**config.mk**
```make
export PLATFORM = sky130hd
export DESIGN_NAME = lfu_cache_table_flat
export DESIGN_NICKNAME = d
export VERILOG_FILES = /design/src/design/lfu_pkg.sv /design/src/design/lfu_ifs.sv /design/src/design/lfu_ctrl.sv /design/src/design/lfu_dpath.sv /design/src/design/lfu_cache_table.sv /design/src/flat_wrapper.sv
export VERILOG_INCLUDE_DIRS = /design/src /design/src/design
export SDC_FILE = /design/constraint.sdc
export NUM_CORES = 2
export LEC_CHECK = 0
export ABC_AREA = 1
export BUFFER_PORTS_ARGS = -buffer_cell sky130_fd_sc_hd__buf_2
export CAP_MARGIN = 20
export CORE_ASPECT_RATIO = 1.5
export CORE_MARGIN = 5
export CORE_UTILIZATION = 39
export CTS_BUF_LIST = sky130_fd_sc_hd__clkbuf_8
export CTS_CLUSTER_SIZE = 14
export DETAILED_ROUTE_END_ITERATION = 12
export PLACE_DENSITY = 0.6
export SKIP_LAST_GASP = 1
export SYNTH_ARGS = -nofsm -noshare
export SYNTH_HDL_FRONTEND = slang
export SYNTH_SLANG_ARGS = --single-unit
```
**constraint.sdc**
```tcl
create_clock -name clk -period 8.2 [get_ports clk]
set_input_delay 2.46 -clock clk [delete_from_list [all_inputs] [get_ports clk]]
set_output_delay 2.46 -clock clk [all_outputs]
set_load 0.03 [all_outputs]
```
**src/design/lfu_cache_table_macros.svh**
```systemverilog
// Assertion macros for the lfu_cache_table block.
// Included by RTL modules that check their own logic; needs clk and rst_n in scope.
`ifndef LFU_CACHE_TABLE_MACROS_SVH
`define LFU_CACHE_TABLE_MACROS_SVH

// Check a same-cycle implication under reset.
`define LFU_ASSERT_IMPL(lbl, ante, cons, msg) \
    lbl: assert property (@(posedge clk) disable iff (!rst_n) (ante) |-> (cons)) \
        else $error(msg);

// Check a next-cycle implication under reset.
`define LFU_ASSERT_NEXT(lbl, ante, cons, msg) \
    lbl: assert property (@(posedge clk) disable iff (!rst_n) (ante) |=> (cons)) \
        else $error(msg);

`endif

```
**src/design/lfu_pkg.sv**
```systemverilog
// Package for the lfu_cache_table block: sizes, codes and controller/datapath types.
// No dependencies.
package lfu_pkg;

    localparam int ENTRIES = 16;
    localparam int IDX_W   = (ENTRIES > 1) ? $clog2(ENTRIES) : 1;
    localparam int RANK_W  = IDX_W;
    localparam int OCC_W   = $clog2(ENTRIES + 1);
    localparam int KEY_W   = 32;
    localparam int VAL_W   = 32;
    localparam int CNT_W   = 32;
    localparam int CAP_W   = 5;
    localparam int CMP_W   = (CAP_W > OCC_W) ? CAP_W : OCC_W;
    localparam int PDATA_W = 32;
    localparam int PADDR_W = 3;

    localparam logic [CNT_W-1:0] CNT_MAX   = {CNT_W{1'b1}};
    localparam logic [CAP_W-1:0] CAP_RESET = CAP_W'(16);

    localparam logic FUNC_GET = 1'b0;
    localparam logic FUNC_PUT = 1'b1;

    localparam logic REG_CAPACITY = 1'b0;

    typedef struct packed {
        logic start;
        logic scan;
        logic commit;
    } cmd_t;

    typedef struct packed {
        logic scan_last;
        logic out_free;
    } status_t;

endpackage

```
**src/design/lfu_ifs.sv**
```systemverilog
// Request and response channel interfaces for the lfu_cache_table block.
// Depends on lfu_pkg for field widths.
interface lfu_req_if;
    logic                      valid;
    logic                      ready;
    logic                      func;
    logic [lfu_pkg::KEY_W-1:0] key;
    logic [lfu_pkg::VAL_W-1:0] value;

    modport source (output valid, output func, output key, output value, input ready);
    modport sink   (input valid, input func, input key, input value, output ready);
endinterface

interface lfu_rsp_if;
    logic                      valid;
    logic                      ready;
    logic                      found;
    logic [lfu_pkg::VAL_W-1:0] read_value;
    logic                      evicted;
    logic [lfu_pkg::KEY_W-1:0] evicted_key;

    modport source (output valid, output found, output read_value, output evicted,
                    output evicted_key, input ready);
    modport sink   (input valid, input found, input read_value, input evicted,
                    input evicted_key, output ready);
endinterface

```
**src/design/lfu_ctrl.sv**
```systemverilog
// Controller for the lfu_cache_table block: sequences accept, scan, drain and commit.
// Depends on lfu_pkg for cmd_t and status_t.
module lfu_ctrl (
    input  logic             clk,
    input  logic             rst_n,
    input  logic             req_valid,
    output logic             req_ready,
    input  lfu_pkg::status_t status,
    output lfu_pkg::cmd_t    cmd
);
    import lfu_pkg::*;

    typedef enum logic [1:0] {
        ST_IDLE,
        ST_SCAN,
        ST_DRAIN,
        ST_FINISH
    } state_t;

    state_t state_reg;
    state_t state_next;

    always_comb
    begin
        state_next = state_reg;
        unique case (state_reg)
            ST_IDLE:
            begin
                if (req_valid)
                begin
                    state_next = ST_SCAN;
                end
            end
            ST_SCAN:
            begin
                if (status.scan_last)
                begin
                    state_next = ST_DRAIN;
                end
            end
            ST_DRAIN:
            begin
                state_next = ST_FINISH;
            end
            ST_FINISH:
            begin
                if (status.out_free)
                begin
                    state_next = ST_IDLE;
                end
            end
            default:
            begin
                state_next = ST_IDLE;
            end
        endcase
    end

    always_ff @(posedge clk or negedge rst_n)
    begin
        if (!rst_n)
        begin
            state_reg <= ST_IDLE;
        end
        else
        begin
            state_reg <= state_next;
        end
    end

    assign req_ready  = (state_reg == ST_IDLE);
    assign cmd.start  = (state_reg == ST_IDLE) && req_valid;
    assign cmd.scan   = (state_reg == ST_SCAN);
    assign cmd.commit = (state_reg == ST_FINISH) && status.out_free;

endmodule

```
**src/design/lfu_dpath.sv**
```systemverilog
// Datapath for the lfu_cache_table block: entry stores, scan trackers, update and result beat.
// Depends on lfu_pkg and lfu_cache_table_macros.svh.
`include "lfu_cache_table_macros.svh"

module lfu_dpath (
    input  logic                      clk,
    input  logic                      rst_n,
    input  lfu_pkg::cmd_t             cmd,
    output lfu_pkg::status_t          status,
    input  logic [lfu_pkg::CAP_W-1:0] capacity,
    input  logic                      func,
    input  logic [lfu_pkg::KEY_W-1:0] key,
    input  logic [lfu_pkg::VAL_W-1:0] value,
    output logic                      rsp_valid,
    input  logic                      rsp_ready,
    output logic                      found,
    output logic [lfu_pkg::VAL_W-1:0] read_value,
    output logic                      evicted,
    output logic [lfu_pkg::KEY_W-1:0] evicted_key
);
    import lfu_pkg::*;

    logic [KEY_W-1:0]  key_mem [ENTRIES];
    logic [VAL_W-1:0]  val_mem [ENTRIES];
    logic [CNT_W-1:0]  cnt_mem [ENTRIES];
    logic [RANK_W-1:0] rank_reg [ENTRIES];
    logic [RANK_W-1:0] rank_next [ENTRIES];
    logic [ENTRIES-1:0] valid_reg;
    logic [ENTRIES-1:0] valid_next;

    logic             func_reg;
    logic [KEY_W-1:0] key_reg;
    logic [VAL_W-1:0] value_reg;

    logic [IDX_W-1:0] scan_idx_reg;
    logic             chk_vld_reg;
    logic [IDX_W-1:0] chk_idx_reg;
    logic [KEY_W-1:0] rd_key_reg;
    logic [VAL_W-1:0] rd_val_reg;
    logic [CNT_W-1:0] rd_cnt_reg;

    logic              hit_reg;
    logic [IDX_W-1:0]  hit_idx_reg;
    logic [VAL_W-1:0]  hit_val_reg;
    logic [CNT_W-1:0]  hit_cnt_reg;
    logic [RANK_W-1:0] hit_rank_reg;
    logic [OCC_W-1:0]  occ_reg;
    logic              vic_found_reg;
    logic [IDX_W-1:0]  vic_idx_reg;
    logic [CNT_W-1:0]  vic_cnt_reg;
    logic [RANK_W-1:0] vic_rank_reg;
    logic [KEY_W-1:0]  vic_key_reg;

    logic             out_valid_reg;
    logic             found_reg;
    logic [VAL_W-1:0] read_value_reg;
    logic             evicted_reg;
    logic [KEY_W-1:0] evicted_key_reg;

    logic [CMP_W-1:0]   cap_ext;
    logic [CMP_W-1:0]   cap_eff;
    logic               do_bump;
    logic               do_put_new;
    logic               do_evict;
    logic [ENTRIES-1:0] valid_after;
    logic               slot_found;
    logic [IDX_W-1:0]   slot_idx;
    logic [CNT_W-1:0]   cnt_bumped;
    logic [IDX_W-1:0]   wr_idx;
    logic               wr_cnt;
    logic               wr_val;
    logic               wr_key;
    logic [CNT_W-1:0]   wr_cnt_data;
    logic [RANK_W-1:0]  cur_rank;
    logic               chk_entry_valid;
    logic               take_victim;

    // Effective capacity and commit decisions
    always_comb
    begin
        cap_ext    = CMP_W'(capacity);
        cap_eff    = (cap_ext > CMP_W'(ENTRIES)) ? CMP_W'(ENTRIES) : cap_ext;
        do_bump    = hit_reg && ((func_reg == FUNC_GET) || (cap_eff != '0));
        do_put_new = !hit_reg && (func_reg == FUNC_PUT) && (cap_eff != '0);
        do_evict   = do_put_new && (CMP_W'(occ_reg) >= cap_eff) && vic_found_reg;
        cnt_bumped = (hit_cnt_reg == CNT_MAX) ? hit_cnt_reg : hit_cnt_reg + CNT_W'(1);
    end

    // Free slot after a possible eviction, lowest index first
    always_comb
    begin
        valid_after = valid_reg;
        if (do_evict)
        begin
            valid_after[vic_idx_reg] = 1'b0;
        end
        slot_found = 1'b0;
        slot_idx   = '0;
        for (int i = ENTRIES - 1; i >= 0; i--)
        begin
            if (!valid_after[i])
            begin
                slot_found = 1'b1;
                slot_idx   = IDX_W'(i);
            end
        end
    end

    // Rank and valid update at commit
    always_comb
    begin
        valid_next = valid_reg;
        for (int i = 0; i < ENTRIES; i++)
        begin
            rank_next[i] = rank_reg[i];
            if (cmd.commit && do_bump)
            begin
                if (IDX_W'(i) == hit_idx_reg)
                begin
                    rank_next[i] = '0;
                end
                else if (valid_reg[i] && (rank_reg[i] < hit_rank_reg))
                begin
                    rank_next[i] = rank_reg[i] + RANK_W'(1);
                end
            end
            else if (cmd.commit && do_put_new && slot_found)
            begin
                if (IDX_W'(i) == slot_idx)
                begin
                    rank_next[i] = '0;
                end
                else if (valid_after[i])
                begin
                    if (do_evict && (rank_reg[i] > vic_rank_reg))
                    begin
                        rank_next[i] = rank_reg[i];
                    end
                    else
                    begin
                        rank_next[i] = rank_reg[i] + RANK_W'(1);
                    end
                end
            end
        end
        if (cmd.commit && do_put_new)
        begin
            valid_next = valid_after;
            if (slot_found)
            begin
                valid_next[slot_idx] = 1'b1;
            end
        end
    end

    always_comb
    begin
        wr_idx      = do_bump ? hit_idx_reg : slot_idx;
        wr_cnt      = cmd.commit && (do_bump || (do_put_new && slot_found));
        wr_val      = cmd.commit && ((do_bump && (func_reg == FUNC_PUT))
                                     || (do_put_new && slot_found));
        wr_key      = cmd.commit && do_put_new && slot_found;
        wr_cnt_data = do_bump ? cnt_bumped : CNT_W'(1);
    end

    always_ff @(posedge clk)
    begin
        if (wr_key)
        begin
            key_mem[wr_idx] <= key_reg;
        end
        if (cmd.scan)
        begin
            rd_key_reg <= key_mem[scan_idx_reg];
        end
    end

    always_ff @(posedge clk)
    begin
        if (wr_val)
        begin
            val_mem[wr_idx] <= value_reg;
        end
        if (cmd.scan)
        begin
            rd_val_reg <= val_mem[scan_idx_reg];
        end
    end

    always_ff @(posedge clk)
    begin
        if (wr_cnt)
        begin
            cnt_mem[wr_idx] <= wr_cnt_data;
        end
        if (cmd.scan)
        begin
            rd_cnt_reg <= cnt_mem[scan_idx_reg];
        end
    end

    always_ff @(posedge clk)
    begin
        for (int i = 0; i < ENTRIES; i++)
        begin
            rank_reg[i] <= rank_next[i];
        end
    end

    always_ff @(posedge clk or negedge rst_n)
    begin
        if (!rst_n)
        begin
            valid_reg <= '0;
        end
        else
        begin
            valid_reg <= valid_next;
        end
    end

    // Scan address and read pipeline
    always_ff @(posedge clk or negedge rst_n)
    begin
        if (!rst_n)
        begin
            scan_idx_reg <= '0;
            chk_vld_reg  <= 1'b0;
            chk_idx_reg  <= '0;
        end
        else
        begin
            chk_vld_reg <= cmd.scan;
            chk_idx_reg <= scan_idx_reg;
            if (cmd.start)
            begin
                scan_idx_reg <= '0;
            end
            else if (cmd.scan)
            begin
                scan_idx_reg <= scan_idx_reg + IDX_W'(1);
            end
        end
    end

    always_ff @(posedge clk)
    begin
        if (cmd.start)
        begin
            func_reg  <= func;
            key_reg   <= key;
            value_reg <= value;
        end
    end

    always_comb
    begin
        cur_rank        = rank_reg[chk_idx_reg];
        chk_entry_valid = chk_vld_reg && valid_reg[chk_idx_reg];
        take_victim     = !vic_found_reg || (rd_cnt_reg < vic_cnt_reg)
                          || ((rd_cnt_reg == vic_cnt_reg) && (cur_rank > vic_rank_reg));
    end

    // Hit, occupancy and victim trackers
    always_ff @(posedge clk or negedge rst_n)
    begin
        if (!rst_n)
        begin
            hit_reg       <= 1'b0;
            occ_reg       <= '0;
            vic_found_reg <= 1'b0;
        end
        else if (cmd.start)
        begin
            hit_reg       <= 1'b0;
            occ_reg       <= '0;
            vic_found_reg <= 1'b0;
        end
        else if (chk_entry_valid)
        begin
            occ_reg <= occ_reg + OCC_W'(1);
            if (!hit_reg && (rd_key_reg == key_reg))
            begin
                hit_reg <= 1'b1;
            end
            if (take_victim)
            begin
                vic_found_reg <= 1'b1;
            end
        end
    end

    always_ff @(posedge clk)
    begin
        if (chk_entry_valid && !hit_reg && (rd_key_reg == key_reg))
        begin
            hit_idx_reg  <= chk_idx_reg;
            hit_val_reg  <= rd_val_reg;
            hit_cnt_reg  <= rd_cnt_reg;
            hit_rank_reg <= cur_rank;
        end
        if (chk_entry_valid && take_victim)
        begin
            vic_idx_reg  <= chk_idx_reg;
            vic_cnt_reg  <= rd_cnt_reg;
            vic_rank_reg <= cur_rank;
            vic_key_reg  <= rd_key_reg;
        end
    end

    // Result register
    always_ff @(posedge clk or negedge rst_n)
    begin
        if (!rst_n)
        begin
            out_valid_reg <= 1'b0;
        end
        else if (cmd.commit)
        begin
            out_valid_reg <= 1'b1;
        end
        else if (rsp_ready)
        begin
            out_valid_reg <= 1'b0;
        end
    end

    always_ff @(posedge clk)
    begin
        if (cmd.commit)
        begin
            found_reg       <= hit_reg;
            read_value_reg  <= (hit_reg && (func_reg == FUNC_GET)) ? hit_val_reg : '0;
            evicted_reg     <= do_evict;
            evicted_key_reg <= do_evict ? vic_key_reg : '0;
        end
    end

    assign status.scan_last = (scan_idx_reg == IDX_W'(ENTRIES - 1));
    assign status.out_free  = !out_valid_reg || rsp_ready;

    assign rsp_valid   = out_valid_reg;
    assign found       = found_reg;
    assign read_value  = read_value_reg;
    assign evicted     = evicted_reg;
    assign evicted_key = evicted_key_reg;

    `LFU_ASSERT_IMPL(a_insert_slot, cmd.commit && do_put_new, slot_found, "no free slot on insert")
    `LFU_ASSERT_IMPL(a_victim_live, cmd.commit && do_evict, valid_reg[vic_idx_reg], "victim not valid")
    `LFU_ASSERT_IMPL(a_commit_free, cmd.commit, !out_valid_reg || rsp_ready, "result overwritten")
    `LFU_ASSERT_NEXT(a_commit_out, cmd.commit, out_valid_reg, "result beat not raised")

endmodule

```
**src/design/lfu_cache_table.sv**
```systemverilog
// A request beat starts the entry scan reads, then a drain step and the commit of the response.
// Requests are taken only in idle, after the last commit; the scan reads through the single
// read port of the key/value/count memories; a waiting response beat holds the commit cycle.
// Reset: valid bits and control clear at once, capacity returns to 16; no clearing pass.
// Top level of the lfu_cache_table block: APB register, controller and datapath.
// Depends on lfu_pkg, lfu_ifs, lfu_ctrl and lfu_dpath.
module lfu_cache_table (
    input  logic                        clk,
    input  logic                        rst_n,
    input  logic                        psel,
    input  logic                        penable,
    input  logic                        pwrite,
    input  logic [lfu_pkg::PADDR_W-1:0] paddr,
    input  logic [lfu_pkg::PDATA_W-1:0] pwdata,
    output logic [lfu_pkg::PDATA_W-1:0] prdata,
    output logic                        pready,
    lfu_req_if.sink                     req,
    lfu_rsp_if.source                   rsp
);
    import lfu_pkg::*;

    logic [CAP_W-1:0] capacity_reg;
    logic             reg_sel;
    cmd_t             cmd;
    status_t          status;

    assign pready  = 1'b1;
    assign reg_sel = paddr[2];

    always_ff @(posedge clk or negedge rst_n)
    begin
        if (!rst_n)
        begin
            capacity_reg <= CAP_RESET;
        end
        else if (psel && penable && pwrite && (reg_sel == REG_CAPACITY))
        begin
            capacity_reg <= pwdata[CAP_W-1:0];
        end
    end

    assign prdata = (reg_sel == REG_CAPACITY) ? PDATA_W'(capacity_reg) : '0;

    lfu_ctrl u_ctrl (
        .clk       (clk),
        .rst_n     (rst_n),
        .req_valid (req.valid),
        .req_ready (req.ready),
        .status    (status),
        .cmd       (cmd)
    );

    lfu_dpath u_dpath (
        .clk         (clk),
        .rst_n       (rst_n),
        .cmd         (cmd),
        .status      (status),
        .capacity    (capacity_reg),
        .func        (req.func),
        .key         (req.key),
        .value       (req.value),
        .rsp_valid   (rsp.valid),
        .rsp_ready   (rsp.ready),
        .found       (rsp.found),
        .read_value  (rsp.read_value),
        .evicted     (rsp.evicted),
        .evicted_key (rsp.evicted_key)
    );

endmodule
```
**src/flat_wrapper.sv**
```systemverilog
// flat-port wrapper written by rule: the top's interface ports become plain ports
module lfu_cache_table_flat import lfu_pkg::*;
  (clk, rst_n, psel, penable, pwrite, paddr, pwdata, prdata, pready, req_valid, req_func, req_key, req_value, req_ready, rsp_valid, rsp_found, rsp_read_value, rsp_evicted, rsp_evicted_key, rsp_ready);
  lfu_req_if req_i ();
  lfu_rsp_if rsp_i ();
  input  logic clk;
  input  logic rst_n;
  input  logic psel;
  input  logic penable;
  input  logic pwrite;
  input  logic [lfu_pkg::PADDR_W-1:0] paddr;
  input  logic [lfu_pkg::PDATA_W-1:0] pwdata;
  output logic [lfu_pkg::PDATA_W-1:0] prdata;
  output logic pready;
  input wire logic [$bits(req_i.valid)-1:0] req_valid;
  input wire logic [$bits(req_i.func)-1:0] req_func;
  input wire logic [$bits(req_i.key)-1:0] req_key;
  input wire logic [$bits(req_i.value)-1:0] req_value;
  output wire logic [$bits(req_i.ready)-1:0] req_ready;
  output wire logic [$bits(rsp_i.valid)-1:0] rsp_valid;
  output wire logic [$bits(rsp_i.found)-1:0] rsp_found;
  output wire logic [$bits(rsp_i.read_value)-1:0] rsp_read_value;
  output wire logic [$bits(rsp_i.evicted)-1:0] rsp_evicted;
  output wire logic [$bits(rsp_i.evicted_key)-1:0] rsp_evicted_key;
  input wire logic [$bits(rsp_i.ready)-1:0] rsp_ready;
  assign req_i.valid = req_valid;
  assign req_i.func = req_func;
  assign req_i.key = req_key;
  assign req_i.value = req_value;
  assign req_ready = req_i.ready;
  assign rsp_valid = rsp_i.valid;
  assign rsp_found = rsp_i.found;
  assign rsp_read_value = rsp_i.read_value;
  assign rsp_evicted = rsp_i.evicted;
  assign rsp_evicted_key = rsp_i.evicted_key;
  assign rsp_i.ready = rsp_ready;
  lfu_cache_table u_core (.clk(clk), .rst_n(rst_n), .psel(psel), .penable(penable), .pwrite(pwrite), .paddr(paddr), .pwdata(pwdata), .prdata(prdata), .pready(pready), .req(req_i), .rsp(rsp_i));
endmodule
```
* Word-level counts from Yosys, hierarchy flattened
Memories as Yosys holds them, arrays and structs flattened. A register that Yosys moved wholly into a read port is not among the register bits.
Index checks and enable logic that the tools add are counted.
W data, S select, Z words.
** Storage, ports and cells
- Register bits :: 315
- RAM bits :: 1600
- Bits of input ports :: 107
- Memories :: 4
** Memories
- u_core.u_dpath.cnt_mem :: words 16, bits a word 32, read ports 1, clocked after memory_dff 1, write ports 1, line lfu_dpath.sv:25 : logic [CNT_W-1:0] cnt_mem [ENTRIES];
- u_core.u_dpath.key_mem :: words 16, bits a word 32, read ports 1, clocked after memory_dff 1, write ports 1, line lfu_dpath.sv:23 : logic [KEY_W-1:0] key_mem [ENTRIES];
- u_core.u_dpath.val_mem :: words 16, bits a word 32, read ports 1, clocked after memory_dff 1, write ports 1, line lfu_dpath.sv:24 : logic [VAL_W-1:0] val_mem [ENTRIES];
- u_core.u_dpath.rank_reg :: words 16, bits a word 4, read ports 17, clocked after memory_dff 0, write ports 16, line lfu_dpath.sv:26 : logic [RANK_W-1:0] rank_reg [ENTRIES];
** Cells by class
- Add/subtract/negate cells :: 19
- $lt $le $gt $ge :: 41
- Equal/unequal tests :: 40
- Muxes and demuxes :: 179
- Bitwise operators :: 5
- Reduce and logical (&&, ||, !) cells :: 79
** Operators with widths (count)
- $mux W4 :: 131
- $add A4 B1 Y4 const B :: 17
- $gt A4 B4 Y1 :: 17
- $eq A32 B32 Y1 :: 2
- $eq A4 B4 Y1 const A :: 16
- $lt A4 B4 Y1 :: 16
- $mux W32 :: 2
- $logic_and A1 B1 Y1 :: 58
- $mux W1 :: 33
- $add A32 B1 Y32 const B :: 1
- $eq A3 B4 Y1 const A :: 8
- $eq A32 B32 Y1 const B :: 1
- $lt A32 B32 Y1 :: 1
- $mux W16 :: 2
- $mux W5 :: 4
- $and A16 B16 Y16 :: 1
- $eq A2 B4 Y1 const A :: 4
- $not A16 Y16 :: 1
- $or A16 B16 Y16 :: 1
- $lt A4 B5 Y1 const B :: 3
- $reduce_bool A2 Y1 :: 5
- $demux W1 S4 :: 2
- $eq A1 B4 Y1 const A :: 2
- $ge A4 B1 Y1 const B :: 2
- 19 further kinds :: 33

* Logic depth before layout (Yosys ltp)
- Depth after elaboration :: 29
- Depth in mapped cells :: 31
- Mapped depth without buffers :: 31

* By module
From an unflattened synthesis, not the netlist that was laid out.
** Unflattened totals
- Cell total of the unflattened synthesis :: 6349
- Area total of the unflattened synthesis :: 82335.2 µm²
** By module, submodules not included
- lfu_dpath :: instances 1, cells each 6256, area each 81655.8 µm²
- lfu_cache_table :: instances 1, cells each 65, area each 478.0 µm²
- lfu_ctrl :: instances 1, cells each 28, area each 201.4 µm²

* Least setup slack after synthesis
OpenSTA, ideal clock, no wires.
- Path kind :: register to register
- From :: reg u_core.u_dpath.chk_idx_reg[0]
- To :: reg u_core.u_dpath.hit_cnt_reg[0], enable pin
- Library setup time :: 0.683 ns
- Data arrival time :: 8.231 ns
- Slack :: -0.714 ns
- Stages on the path, launching flop included :: 9
- Buffers on the path :: 1
- Clock period less this slack :: 8.914 ns
- Cell sequence :: dfrtp_1 > inv_1 > clkbuf_1 > nor2_1 > o211ai_1 > o211ai_1 > nand2_1 > nand2_1 > nor4_1
** Between the ends
- Word-level cells in the longest chain between the ends :: 5
** RTL lines
- start: declaration :: line lfu_dpath.sv:37 : logic [IDX_W-1:0] chk_idx_reg;
- start signal: assignment :: line lfu_dpath.sv:234 : chk_idx_reg <= scan_idx_reg;
- $bmux W1 S4 :: line lfu_dpath.sv:259 : chk_entry_valid = chk_vld_reg && valid_reg[chk_idx_reg];
- $mux W1 (implied by the code) :: line lfu_dpath.sv:259
- $logic_and A1 B1 Y1 :: line lfu_dpath.sv:259
- $logic_and A1 B1 Y1 (2 in series) :: line lfu_dpath.sv:295 : if (chk_entry_valid && !hit_reg && (rd_key_reg == key_reg))
- end signal: assignment :: line lfu_dpath.sv:299 : hit_cnt_reg <= rd_cnt_reg;
- end: declaration :: line lfu_dpath.sv:45 : logic [CNT_W-1:0] hit_cnt_reg;
No other way between the ends. The select of a mux whose other input is x is not followed.
A chain may end at the register's enable or synchronous reset.

* Worst setup path in the final report
- From :: reg u_core.capacity_reg[2]
- To :: mem u_core.u_dpath.cnt_mem[10][11], enable pin
** Between the ends
- Word-level cells in the longest chain between the ends :: 28
- Elaborated cells on any way between the ends :: 48
** RTL lines
- start: declaration :: line lfu_cache_table.sv:22 : logic [CAP_W-1:0] capacity_reg;
- start signal: assignment :: line lfu_cache_table.sv:38 : capacity_reg <= pwdata[CAP_W-1:0];
- $gt A5 B5 Y1 :: line lfu_dpath.sv:82 : cap_eff = (cap_ext > CMP_W'(ENTRIES)) ? CMP_W'(ENTRIES) : cap_ext;
- $mux W5 * :: line lfu_dpath.sv:82
- branches (longest 26 deep; another with $ge A5 B5 Y1)
- end: declaration :: line lfu_dpath.sv:25
Mark *: on every way between the ends.

==> run_results.csv <==
group,metric,value,unit
run_status,status,"complete, no violations",
timing,fmax,156,MHz
timing,slew-limit-headroom,0.236,
cts,post_cts_hold_buffer_count,0,
cts,post_cts.resized_instances,0,
power,vdd.ir_drop.worst,0.448,mV
global_route,track_usage,0.193,
floorplan,fp.dieH,572,um
synthesis,ys_async_sr_fraction,0.0199,
place,place.port_buffers,150,
timing,worst_slew_pin_tran,1.14,ns
global_route,grt_pass1_vias,52428,
floorplan,die_area,0.220,mm2
run,maxCapViolations,0,
place,dp_slack,1.80,ns
synthesis,synthXorXnorAreaFrac,0.00788,
critical_path,crit_path_category,"reg2reg",
cts,worst_skew_pair.late_latency,0.97,ns
drt,first_iter_violations,4658,
drt,antenna_violating_nets_post_route,0,
place,gpl.final_weighted_congestion,0.904,
timing,drv_slew,0,
global_route,grt.overflow.total,0,
cts,cts_made_buffers,317,
global_route,global_route_wire_length_before_repair,324000,um
drt,detailedRoute.firstPassIterationCount,6,
final_layout,post_route_cells_drive_above_1_share,0.110,
place,post-place-cells,9023,
critical_path,reg2reg_path_depth,24,
floorplan,io-pin-count,208,
synthesis,post_synth_simple_gate_area,0.0904,
final_layout,finish.cell_count_without_fillers,9581,
floorplan,floorplan.initialDensity,0.392,
timing,finalWorstPathRequiredPeriod,6.40,ns
synthesis,synth.area.top_cells,"sky130_fd_sc_hd__edfxtp_1 72%, sky130_fd_sc_hd__o21ai_0 5.4%, sky130_fd_sc_hd__nor2_1 4.6%",
synthesis,number_of_different_library_cells_in_the_post_synthesis_netlist,53,
final_layout,layout.nets,6820,
cts,cts.reportedPaths.clkPinSlew,0.06,ns
cts,clock_tree_from_tritoncts,"done",
timing,final.hold.worst_slack,0.414,ns
floorplan,floorplan.die.width,385,um
timing,number_of_hold_violations_in_the_final_report,0,
drt,wire_per_inst,22.9,um
synthesis,synth_top_flop_cell,"sky130_fd_sc_hd__edfxtp_1",
global_route,grt_max_degree,205,
floorplan,placementRows,206,
synthesis,synth_register_bits,2011,
cts,root_buffer,"sky130_fd_sc_hd__clkbuf_8",
final_layout,top_regs,"u_core.u_dpath.cnt_mem x512, u_core.u_dpath.key_mem x512, u_core.u_dpath.val_mem x512",
power,power.static_leakage,31.6,nW
cts,clock_sink_count,2011,
drt,remaining_drc_errors,0,
min_path,min_path_cells,0,
timing,setup_repair_after_global_routing_missed_its_margin,"false",
critical_path,critPathCaptureType,"register",
cts,cts_h_tree_lvls,5,
timing,clock_skew,0.0886,ns
synthesis,synthesis.instances,6313,
drt,avgViaCountPerCell,5.48,
synthesis,netlist_area,0.0822,mm2
synthesis,compound_cell_area_share_of_the_yosys_netlist,0.110,
synthesis,yosys.area.top_type,"sky130_fd_sc_hd__edfxtp_1",
synthesis,post_synth.cell_area_avg,13.0,um2
synthesis,synth_largest_type_area_fraction,0.720,
synthesis,synthMuxAreaShare,0,
synthesis,synth.yosys.seq_area_share,0.732,
critical_path,r2r_setup_slack,1.80,ns
synthesis,synth-edff-count,1971,
drt,detailroute.via_count,52473,
cts,max-clock-path-buffers,4,
floorplan,core,0.210,mm2
synthesis,synth_warnings,0,
synthesis,largest_family_of_logic_cells_by_synthesized_area,"compound AO/OA/AOI/OAI gates",
final_layout,syn2layout_area_growth,12.2,%
synthesis,yosys.cell_count.top_type,"sky130_fd_sc_hd__edfxtp_1",
timing,setup_ws,1.80,ns
power,cellPowerDensity,315,mW/mm2
power,totalPowerFinal,0.0291,W
drt,routed_wl,219000,um
synthesis,synth.top_cells.by_count,"1971 x sky130_fd_sc_hd__edfxtp_1, 1014 x sky130_fd_sc_hd__nor2_1, 879 x sky130_fd_sc_hd__o21ai_0, 422 x sky130_fd_sc_hd__nand2_1, 319 x sky130_fd_sc_hd__clkbuf_1",
timing,fin_crit_sh,0.781,
global_route,antenna_found_initial,3,
critical_path,crit_required,8.83,ns
timing,final-setup-viol-count,0,
critical_path,timing.critical_path.from_type,"register",
critical_path,critical_path_peak_fanout,40,
min_path,min_delay_path_class,"reg2reg",
cts,cts_setup_buffers,0,
synthesis,synth-adder-area-share,0.0268,
timing,fin_tns_setup,0,ns
critical_path,timing.critical_path.arrival,7.03,ns
place,dp.final_hpwl,123000,um
cells in the final DEF, fill, tap and decap left out, drive strengths merged, types with 39 or more instances in the layout:
cell type / netlist / final
nand3: 268 / 268
ha: 176 / 176
nor2: 1026 / 1026
xor2: 60 / 60
inv: 296 / 415
clkbuf: 319 / 322
o221ai: 165 / 165
nand4: 44 / 44
clkinv: 3 / 90
nand2: 429 / 429
buf: 57 / 255
dfrtp: 39 / 39
o211ai: 65 / 65
o22ai: 234 / 234
edfxtp: 1971 / 1971
o21ai: 888 / 888
a21oi: 148 / 148
through the flow:
step / util / area (um2)
floorplan: - / 82300
global placement: 0.411 / 86300
detailed placement: 0.412 / 86400
CTS: 0.439 / 92200
global route: 0.439 / 92200
finish: 0.439 / 92200
where the power goes:
| part | leakage, nW | switching (W) | internal, W |
|---|---|---|---|
| Sequential | 18.4 | 0.000774 | 0.0127 |
| Clock | 3.33 | 0.00389 | 0.00404 |
| Combinational | 9.85 | 0.00558 | 0.00214 |
worst max-delay path, cell delays in order (launching register included):
cell	delay (ns)
sky130_fd_sc_hd__dfrtp_1	0.39
sky130_fd_sc_hd__nor2_1	0.14
sky130_fd_sc_hd__nand2_1	0.07
sky130_fd_sc_hd__nand2_1	0.08
sky130_fd_sc_hd__nand2_1	0.07
sky130_fd_sc_hd__ha_1	0.29
sky130_fd_sc_hd__nand2_1	0.06
sky130_fd_sc_hd__nor2_1	0.10
sky130_fd_sc_hd__nand2_1	0.05
sky130_fd_sc_hd__nand3_1	0.25
sky130_fd_sc_hd__nand2_4	0.37
sky130_fd_sc_hd__inv_2	0.60
sky130_fd_sc_hd__nand3_2	0.22
sky130_fd_sc_hd__inv_2	0.11
sky130_fd_sc_hd__nand2_1	0.07
sky130_fd_sc_hd__nand2_1	0.18
sky130_fd_sc_hd__nor2_1	0.10
sky130_fd_sc_hd__o21ai_1	0.08
sky130_fd_sc_hd__nand2_1	0.06
sky130_fd_sc_hd__nand2_1	0.05
sky130_fd_sc_hd__nand2_1	0.28
sky130_fd_sc_hd__o21ai_2	0.62
sky130_fd_sc_hd__nand4_1	0.48
sky130_fd_sc_hd__nor2_4	0.91
sky130_fd_sc_hd__buf_4	0.40
final cells by class:
type	instances	area, um2
diodes	4	10.0
clock buffers	322	4430
clock inverters	229	1310
fillers	18984	118000
inverters	299	1150
multi-input cells	3653	19900
flip-flops and latches	2011	60200
well taps	2808	3510
repair buffers	255	1710
cell families (layout without fill, tap and decap cells):
| group | after synthesis | in the layout |
|---|---|---|
| compound gates | 1562 | 1562 |
| xor+xnor | 74 | 74 |
| fa+ha+maj | 176 | 176 |
| buf+inv | 675 | 1105 |
| flops | 2011 | 2011 |
| other cells | 2 | 32 |
| simple gates | 1813 | 1813 |
layer usage:
| layer | global-route usage | vias up | wire length [um] |
|---|---|---|---|
| met5 | 0 | - | 13 |
| met4 | 0.0811 | 2 | 8550 |
| li1 | - | 23819 | - |
| met1 | 0.234 | 26309 | 85100 |
| met3 | 0.0327 | 479 | 13700 |
| met2 | 0.340 | 1864 | 112000 |
worst paths after layout:
kind	to	start
worst min register to register	u_core.u_dpath.hit_val_reg[27]	u_core.u_dpath.rd_val_reg[27]
worst max register to register	u_core.u_dpath.cnt_mem[10][11]	u_core.capacity_reg[2]
worst max-delay path	u_core.u_dpath.cnt_mem[10][11]	u_core.capacity_reg[2]
min in group asynchronous	u_core.u_dpath.rsp_valid	rst_n
max in group asynchronous	u_core.u_dpath.scan_idx_reg[2]	rst_n
worst min-delay path	u_core.u_dpath.hit_val_reg[27]	u_core.u_dpath.rd_val_reg[27]
Power figures use the tool's default switching activity.
